[src/design/spq_pkg.sv]
// Package for the sorted priority queue: sizes, codes, control struct, helpers.
// Used by the channel interfaces, the cell, the top level and the checker.
// Depends on nothing else.
package spq_pkg;

  // Queue geometry.
  localparam int unsigned DEPTH      = 16;
  localparam int unsigned DATA_WIDTH = 32;
  localparam int unsigned CNT_W      = $clog2(DEPTH + 1);
  localparam int unsigned IDX_W      = $clog2(DEPTH);

  // Field widths on the channels and the register port.
  localparam int unsigned FIELD_W  = 32;
  localparam int unsigned COUNT_W  = 5;
  localparam int unsigned OPCODE_W = 2;
  localparam int unsigned ERR_W    = 2;
  localparam int unsigned PADDR_W  = 3;
  localparam int unsigned PDATA_W  = 32;

  // Operation codes carried by the input channel.
  typedef enum logic [OPCODE_W-1:0] {
    OP_INSERT = 2'd0,
    OP_REMOVE = 2'd1,
    OP_CLEAR  = 2'd2
  } spq_op_e;

  // Error codes reported with every result.
  typedef enum logic [ERR_W-1:0] {
    ERR_OK    = 2'd0,
    ERR_FULL  = 2'd1,
    ERR_EMPTY = 2'd2
  } spq_err_e;

  // Register byte addresses.
  localparam logic [PADDR_W-1:0] REG_DESCENDING = 3'd0;

  // Command broadcast to every cell of the chain.
  typedef struct packed {
    logic                  ins;   // insert that will succeed
    logic                  rem;   // remove that will succeed
    logic                  desc;  // largest value at the head
    logic [DATA_WIDTH-1:0] data;  // value being inserted
  } spq_ctrl_t;

  // Takes the low DATA_WIDTH bits of an input field.
  function automatic logic [DATA_WIDTH-1:0] to_data(input logic [FIELD_W-1:0] f);
    logic [63:0] wide;
    wide = 64'(f);
    return wide[DATA_WIDTH-1:0];
  endfunction

  // Sign-extends a stored value and cuts it to an output field.
  function automatic logic [FIELD_W-1:0] to_field(input logic [DATA_WIDTH-1:0] d);
    logic signed [63:0] wide;
    wide = 64'($signed(d));
    return wide[FIELD_W-1:0];
  endfunction

endpackage

[src/design/spq_in_if.sv]
// Input channel of the sorted priority queue: valid/ready plus one operation.
// Depends on spq_pkg.
interface spq_in_if
  import spq_pkg::*;
();
  logic                valid;
  logic                ready;
  logic [OPCODE_W-1:0] opcode;
  logic [FIELD_W-1:0]  value;

  modport source (output valid, output opcode, output value, input ready);
  modport sink   (input valid, input opcode, input value, output ready);
endinterface

[src/design/spq_out_if.sv]
// Result channel of the sorted priority queue: valid/ready plus status fields.
// Depends on spq_pkg.
interface spq_out_if
  import spq_pkg::*;
();
  logic               valid;
  logic               ready;
  logic [FIELD_W-1:0] removed_value;
  logic               removed_valid;
  logic [FIELD_W-1:0] head_value;
  logic [FIELD_W-1:0] tail_value;
  logic [COUNT_W-1:0] entry_count;
  logic               queue_empty;
  logic               is_full;
  logic [ERR_W-1:0]   error_code;

  modport source (output valid, output removed_value, output removed_valid,
                  output head_value, output tail_value, output entry_count,
                  output queue_empty, output is_full, output error_code, input ready);
  modport sink   (input valid, input removed_value, input removed_valid,
                  input head_value, input tail_value, input entry_count,
                  input queue_empty, input is_full, input error_code, output ready);
endinterface

[src/design/spq_cell.sv]
// One cell of the sorted chain: holds one entry and trades it with its neighbors.
// Depends on spq_pkg.
module spq_cell
  import spq_pkg::*;
(
  input  logic                  clk_i,
  input  spq_ctrl_t             ctrl_i,
  input  logic                  occupied_i,   // this cell holds a live entry
  input  logic                  at_tail_i,    // this cell is the first free slot
  input  logic                  found_i,      // insert point lies nearer the head
  input  logic [DATA_WIDTH-1:0] left_data_i,  // entry of the cell nearer the head
  input  logic [DATA_WIDTH-1:0] right_data_i, // entry of the cell nearer the tail
  output logic                  found_o,
  output logic [DATA_WIDTH-1:0] data_o
);

  logic [DATA_WIDTH-1:0] entry_q, entry_d;
  logic                  new_first;
  logic                  hit;

  // The new value goes strictly before this entry in the current order.
  assign new_first = ctrl_i.desc ? ($signed(ctrl_i.data) > $signed(entry_q))
                                 : ($signed(ctrl_i.data) < $signed(entry_q));
  assign hit     = occupied_i & new_first;
  assign found_o = found_i | hit;
  assign data_o  = entry_q;

  // Insert: cells past the insert point take their left neighbor, the insert
  // point takes the new value. Remove: every cell takes its right neighbor.
  always_comb begin
    entry_d = entry_q;
    priority if (ctrl_i.ins) begin
      if (found_i) begin
        entry_d = left_data_i;
      end else if (hit || at_tail_i) begin
        entry_d = ctrl_i.data;
      end
    end else if (ctrl_i.rem) begin
      entry_d = right_data_i;
    end
  end

  always_ff @(posedge clk_i) begin
    entry_q <= entry_d;
  end

endmodule

[src/design/sorted_priority_queue_top.sv]
// Sorted priority queue built as a chain of DEPTH cells. Every operation (insert,
// remove head, clear) is applied to the whole chain at once: all cells compare the new value in
// parallel, the insert point ripples down a found chain, and every cell loads
// its own, its left or its right neighbor's entry at the same clock edge. The
// result appears in an output register in the cycle after the transfer, and a new
// operation is taken in every cycle in which that register is empty or being
// emptied, so the sustained rate is one item per cycle. Entries are ordered
// ascending unless descending_order (APB address 0, bit 0) is set; change it
// only while the queue is idle. Depends on spq_pkg, spq_in_if, spq_out_if and
// spq_cell.
module sorted_priority_queue_top
  import spq_pkg::*;
(
  input  logic               clk_i,
  input  logic               rst_ni,
  spq_in_if.sink             in_i,
  spq_out_if.source          out_o,
  input  logic               psel,
  input  logic               penable,
  input  logic               pwrite,
  input  logic [PADDR_W-1:0] paddr,
  input  logic [PDATA_W-1:0] pwdata,
  output logic [PDATA_W-1:0] prdata,
  output logic               pready
);

  logic                  desc_q;
  logic [CNT_W-1:0]      count_q, count_d;
  logic                  out_valid_q;
  logic [FIELD_W-1:0]    removed_q, removed_d;
  logic                  rvalid_q, rvalid_d;
  spq_err_e              err_q, err_d;

  logic                  take;
  logic                  empty, full;
  spq_op_e               op;
  spq_ctrl_t             ctrl;
  logic [DEPTH:0]        found;
  logic [DATA_WIDTH-1:0] cell_data [DEPTH];
  logic [IDX_W-1:0]      tail_idx;

  // Register port: one mode bit, no wait states.
  assign pready = 1'b1;
  assign prdata = (paddr == REG_DESCENDING) ? PDATA_W'(desc_q) : '0;

  always_ff @(posedge clk_i or negedge rst_ni) begin
    if (!rst_ni) begin
      desc_q <= 1'b0;
    end else if (psel && penable && pwrite && pready && paddr == REG_DESCENDING) begin
      desc_q <= pwdata[0];
    end
  end

  // Handshake: the state only moves when the result register can take a result.
  assign in_i.ready = !out_valid_q || out_o.ready;
  assign take       = in_i.valid && in_i.ready;
  assign op         = spq_op_e'(in_i.opcode);
  assign empty      = (count_q == '0);
  assign full       = (count_q == CNT_W'(DEPTH));

  // Decode the operation into the cell command, the count and the report.
  always_comb begin
    ctrl.ins  = 1'b0;
    ctrl.rem  = 1'b0;
    ctrl.desc = desc_q;
    ctrl.data = to_data(in_i.value);
    count_d   = count_q;
    removed_d = '0;
    rvalid_d  = 1'b0;
    err_d     = ERR_OK;
    if (take) begin
      unique case (op)
        OP_INSERT: begin
          if (full) begin
            err_d = ERR_FULL;
          end else begin
            ctrl.ins = 1'b1;
            count_d  = count_q + 1'b1;
          end
        end
        OP_REMOVE: begin
          if (empty) begin
            err_d = ERR_EMPTY;
          end else begin
            ctrl.rem  = 1'b1;
            count_d   = count_q - 1'b1;
            removed_d = to_field(cell_data[0]);
            rvalid_d  = 1'b1;
          end
        end
        OP_CLEAR: begin
          count_d = '0;
        end
        default: begin
          count_d = count_q;
        end
      endcase
    end
  end

  // The chain of cells.
  assign found[0] = 1'b0;

  for (genvar i = 0; i < DEPTH; i++) begin : g_cell
    logic [DATA_WIDTH-1:0] left_data, right_data;

    if (i == 0) begin : g_head
      assign left_data = ctrl.data;
    end else begin : g_mid
      assign left_data = cell_data[i-1];
    end
    if (i == DEPTH - 1) begin : g_last
      assign right_data = cell_data[i];
    end else begin : g_body
      assign right_data = cell_data[i+1];
    end

    spq_cell u_cell (
      .clk_i        (clk_i),
      .ctrl_i       (ctrl),
      .occupied_i   (CNT_W'(i) < count_q),
      .at_tail_i    (CNT_W'(i) == count_q),
      .found_i      (found[i]),
      .left_data_i  (left_data),
      .right_data_i (right_data),
      .found_o      (found[i+1]),
      .data_o       (cell_data[i])
    );
  end

  // Count and result register.
  always_ff @(posedge clk_i or negedge rst_ni) begin
    if (!rst_ni) begin
      count_q     <= '0;
      out_valid_q <= 1'b0;
    end else begin
      count_q <= count_d;
      if (take) begin
        out_valid_q <= 1'b1;
      end else if (out_o.ready) begin
        out_valid_q <= 1'b0;
      end
    end
  end

  always_ff @(posedge clk_i) begin
    if (take) begin
      removed_q <= removed_d;
      rvalid_q  <= rvalid_d;
      err_q     <= err_d;
    end
  end

  // Status fields are read from the state, which holds while a result waits.
  assign tail_idx            = IDX_W'(count_q - 1'b1);
  assign out_o.valid         = out_valid_q;
  assign out_o.removed_value = removed_q;
  assign out_o.removed_valid = rvalid_q;
  assign out_o.head_value    = empty ? '0 : to_field(cell_data[0]);
  assign out_o.tail_value    = empty ? '0 : to_field(cell_data[tail_idx]);
  assign out_o.entry_count   = COUNT_W'(count_q);
  assign out_o.queue_empty   = empty;
  assign out_o.is_full       = full;
  assign out_o.error_code    = err_q;

endmodule

[src/flat_wrapper.sv]
// flat-port wrapper written by rule: the top's interface ports become plain ports
module sorted_priority_queue_top_flat import spq_pkg::*;
  (clk_i, rst_ni, psel, penable, pwrite, paddr, pwdata, prdata, pready, in_i_valid, in_i_opcode, in_i_value, in_i_ready, out_o_valid, out_o_removed_value, out_o_removed_valid, out_o_head_value, out_o_tail_value, out_o_entry_count, out_o_queue_empty, out_o_is_full, out_o_error_code, out_o_ready);
  spq_in_if in_i_i ();
  spq_out_if out_o_i ();
  input  logic clk_i;
  input  logic rst_ni;
  input  logic psel;
  input  logic penable;
  input  logic pwrite;
  input  logic [PADDR_W-1:0] paddr;
  input  logic [PDATA_W-1:0] pwdata;
  output logic [PDATA_W-1:0] prdata;
  output logic pready;
  input wire logic [$bits(in_i_i.valid)-1:0] in_i_valid;
  input wire logic [$bits(in_i_i.opcode)-1:0] in_i_opcode;
  input wire logic [$bits(in_i_i.value)-1:0] in_i_value;
  output wire logic [$bits(in_i_i.ready)-1:0] in_i_ready;
  output wire logic [$bits(out_o_i.valid)-1:0] out_o_valid;
  output wire logic [$bits(out_o_i.removed_value)-1:0] out_o_removed_value;
  output wire logic [$bits(out_o_i.removed_valid)-1:0] out_o_removed_valid;
  output wire logic [$bits(out_o_i.head_value)-1:0] out_o_head_value;
  output wire logic [$bits(out_o_i.tail_value)-1:0] out_o_tail_value;
  output wire logic [$bits(out_o_i.entry_count)-1:0] out_o_entry_count;
  output wire logic [$bits(out_o_i.queue_empty)-1:0] out_o_queue_empty;
  output wire logic [$bits(out_o_i.is_full)-1:0] out_o_is_full;
  output wire logic [$bits(out_o_i.error_code)-1:0] out_o_error_code;
  input wire logic [$bits(out_o_i.ready)-1:0] out_o_ready;
  assign in_i_i.valid = in_i_valid;
  assign in_i_i.opcode = in_i_opcode;
  assign in_i_i.value = in_i_value;
  assign in_i_ready = in_i_i.ready;
  assign out_o_valid = out_o_i.valid;
  assign out_o_removed_value = out_o_i.removed_value;
  assign out_o_removed_valid = out_o_i.removed_valid;
  assign out_o_head_value = out_o_i.head_value;
  assign out_o_tail_value = out_o_i.tail_value;
  assign out_o_entry_count = out_o_i.entry_count;
  assign out_o_queue_empty = out_o_i.queue_empty;
  assign out_o_is_full = out_o_i.is_full;
  assign out_o_error_code = out_o_i.error_code;
  assign out_o_i.ready = out_o_ready;
  sorted_priority_queue_top u_core (.clk_i(clk_i), .rst_ni(rst_ni), .in_i(in_i_i), .out_o(out_o_i), .psel(psel), .penable(penable), .pwrite(pwrite), .paddr(paddr), .pwdata(pwdata), .prdata(prdata), .pready(pready));
endmodule
[config.mk]
export PLATFORM = sky130hd
export DESIGN_NAME = sorted_priority_queue_top_flat
export DESIGN_NICKNAME = d
export VERILOG_FILES = /design/src/design/spq_pkg.sv /design/src/design/spq_in_if.sv /design/src/design/spq_out_if.sv /design/src/design/spq_cell.sv /design/src/design/sorted_priority_queue_top.sv /design/src/flat_wrapper.sv
export SDC_FILE = /design/constraint.sdc
export NUM_CORES = 2
export LEC_CHECK = 0
export BUFFER_PORTS_ARGS = -buffer_cell sky130_fd_sc_hd__buf_2
export CORE_ASPECT_RATIO = 0.5
export CORE_MARGIN = 2
export CORE_UTILIZATION = 30
export DETAILED_ROUTE_END_ITERATION = 7
export PLACE_DENSITY = 0.47
export SETUP_SLACK_MARGIN = 0.05
export SLEW_MARGIN = 20
export SYNTH_ARGS = -nofsm -noshare
export SYNTH_HDL_FRONTEND = slang
export SYNTH_SLANG_ARGS = --single-unit
[constraint.sdc]
create_clock -name clk_i -period 8.4 [get_ports clk_i]
set_clock_uncertainty 0.15 [all_clocks]
set_input_delay 2.52 -clock clk_i [delete_from_list [all_inputs] [get_ports clk_i]]
set_output_delay 2.52 -clock clk_i [all_outputs]
set_load 0.01 [all_outputs]
==> run summary <==
Status: complete, no violations
Htree depth: 3
P&R area growth vs syn: 12.25%
Detailed Place HPWL: 133400 um
Critical Path RT: 5.73 ns
Worst Reg-to-Reg Cells: 15
Synth Instances: 4593
Slew HR: 23.52%
Final setup viols: 0
Gate power share: 46.1%
CP delay by family, top: adder cells
Slowest stage delay, CP: 1.12 ns
Post-synthesis sequential area ratio: 36.88%
Crit path cell chain: inv_1, ha_4, buf_4, mux4_2, mux2i_1, a211oi_1, buf_2
Register Area: 0.01660 mm^2
Largest net degree at the start of global routing: 241
CP max stage cell: ha_4
Seq cells post-synth: 554
Final worst path period need: 7.513 ns
Share of cells above drive strength 1: 12.41%
Final worst path period share: 89.44%
Clock Sinks: 554
Die width: 551.8 um
Critical path type: reg2out
Peak supply drop: 0.0003008 V
Leak: 0.02188 uW
Internal power: 7001 uW
Post-synth EDFFs: 547
Crit. End Element: output pin
P per Cell Area: 238.6 mW/mm^2
Vias: 37.93k
GPL Wtd Cong: 0.9354
Synthesis Warnings: 0
Type of origin of the critical path: flop
Top_reg_cell synth: edfxtp_1
Routed Antenna Nets: 0
Vias per cell: 5.663
Unique masters post-synth: 78
Die ar.: 0.1533 mm^2
# Post-CTS Setup Buffers: 0
Fraction of registers with async set/reset: 1.264%
Sw Ratio: 41.93%
Clock network fraction of design power: 24.6%
Die height: 277.9 um
Clock slew at reported path FFs: 0.06 ns
Max-slew violation count: 0
Wire length per cell: 26.03 um
Ranking of synthesized cells by area: edfxtp_1 (36%), ha_1 (14%), mux4_2 (6.4%)
Clock Latency Late Sink: 0.68 ns
Min-Delay Path Class: reg2reg
1st-pass router iterations: 8
Post-route DRC violation count: 0
Site row count: 100
Critical path depth in cells: 7
CTS Buf Count: 69
Finished Cell Area: 0.05052 mm^2
CTS Hold Bufs: 0
Core Box Area: 0.1489 mm^2
# fillers: 15.17k
RSZ-0062 raised after global routing: no
Final WL: 174400 um
Fmax: 133.1 MHz
Post-CTS sizing: 0
Sw power: 5055 uW
Area of the multi-input gates: 0.02531 mm^2
First-pass GRT wire length: 248000 um
Arrival time worst endpoint: 4.84 ns
GRT Residual Overflow: 0
Initial Utilization: 30.23%
Synth area leader: edfxtp_1
Worst Max-Slew Pin Slew: 1.147 ns
Iteration-0 DRC Markers: 4504
Final setup TNS: 0 ns
Cell Area, Placed: 0.04826 mm^2
I/O pin count: 217
Hold Fails Final Rpt: 0
Longest Clk Path Bufs: 3
Vias in the first global route: 35.42k
Max_cap viols: 0
CP bufs+invs: 3
Syn_area_per_cell: 9.800 um^2
Synth top area share: 36.49%
Hold depth: 2
GRT Util Overall: 22.02%
Initial antenna violation count: 25
CTS root buf: clkbuf_16
Layout Nets: 5249
Seq pwr share: 29.3%
Crit Path Max Fanout: 53
Post-Syn Area: 0.04501 mm^2
Port bufs: 153
CTS tree: yes
flip-flops by register name (all words and copies together), names as in the netlist:
name,count
u_core.g_cell.u_cell.data_o,512
u_core.out_o.removed_value,32
u_core.out_o.entry_count,5
u_core.out_o.error_code,2
u_core.desc_q,1
u_core.out_o.removed_valid,1
u_core.out_o.valid,1
worst min-delay path: stages (launching register included):
cell and delay, ns:
dfrtp_1 0.34, nand2b_1 0.09, nand2b_1 0.08
path summary, 6_finish.rpt:
path | startpoint | end | slack (ns)
max | u_core.out_o.entry_count[1] | out_o_tail_value[18] | 0.89
min | u_core.out_o.valid | u_core.out_o.valid | 0.39
max reg2reg | u_core.out_o.entry_count[0] | u_core.g_cell[9].u_cell.data_o[3] | 2.97
min reg2reg | u_core.out_o.valid | u_core.out_o.valid | 0.39
max in group asynchronous | rst_ni | u_core.out_o.entry_count[0] | 6.27
min in group asynchronous | rst_ni | u_core.desc_q | 1.58
cell type report:
class / instances / share of cell area [%]
Timing Repair Buffer: 284 / 3.977
Clock buffer: 88 / 3.643
Inverter: 529 / 3.933
Clock inverter: 34 / 0.5250
Tap cell: 1989 / 4.926
Multi-Input combinational cell: 3216 / 50.10
Antenna cell: 5 / 0.02477
Sequential cell: 554 / 32.87
cells in the mapped netlist, types with 128 or more instances:
cell,instances
a21oi_1,229
edfxtp_1,547
nand3_1,213
nor2_1,140
o221ai_1,161
o21ai_0,412
ha_1,519
clkbuf_1,194
nand2_1,443
mux2i_1,272
inv_1,526
mux4_2,128
cells by family (layout without fill, tap and decap cells):
| group | Yosys count | count (layout) | synth area share [%] |
|---|---|---|---|
| buffers and inverters | 853 | 935 | 7.678 |
| other | 2 | 37 | 0.01669 |
| AO/OA/AOI/OAI | 1118 | 1118 | 15.69 |
| multiplexers | 437 | 437 | 13.61 |
| AND/OR/NAND/NOR | 1107 | 1107 | 11.63 |
| flip-flops | 554 | 554 | 36.88 |
| XOR/XNOR | 3 | 3 | 0.05839 |
| adder cells (fa/ha/maj) | 519 | 519 | 14.43 |
cell usage in the layout (no fill, tap or decap), types with 115 or more instances in the layout:
cell	instances
nand2_1	438
ha_1	518
o21ai_0	399
edfxtp_1	547
inv_1	526
buf_2	153
buf_4	115
nand3_1	211
a21oi_1	229
mux2i_1	272
o221ai_1	161
nor2_1	139
mux4_2	128
power by group through the flow:
| stage | Sequential, uW | Clock [uW] | Combinational, uW |
|---|---|---|---|
| after floorplan | 3440 | 0 | 3270 |
| after global placement | 3560 | 0 | 5300 |
| after detailed placement | 3570 | 0 | 5370 |
| after CTS | 3510 | 3040 | 5390 |
| after global routing | 3540 | 3130 | 5830 |
| final | 3530 | 2970 | 5560 |
per-layer routing:
metal  GRT usage [%]  vias up  routed length, um
li1                -    17260                  -
met1           34.15    18780              83770
met2           29.60     1715              68110
met3           5.997      177              18700
met4           4.880        0               3807
met5               0        -                  0
through the flow:
| stage | hold WS, ns | cells | worst slack [ns] | power (uW) | utilization, % |
|---|---|---|---|---|---|
| after floorplan | 0.3896 | 4623 | 0.3034 | 6714 | - |
| after global placement | 0.3475 | 6564 | 0.6968 | 8867 | 32.36 |
| after detailed placement | 0.3703 | 6567 | 0.7092 | 8942 | 32.41 |
| after CTS | 0.3871 | 6689 | 0.9759 | 11940 | 33.83 |
| after global routing | 0.4235 | 6696 | 0.9054 | 12510 | 33.93 |
| final | 0.3902 | 6699 | 0.8866 | 12060 | 33.93 |
(Power assumes the default switching activity.)
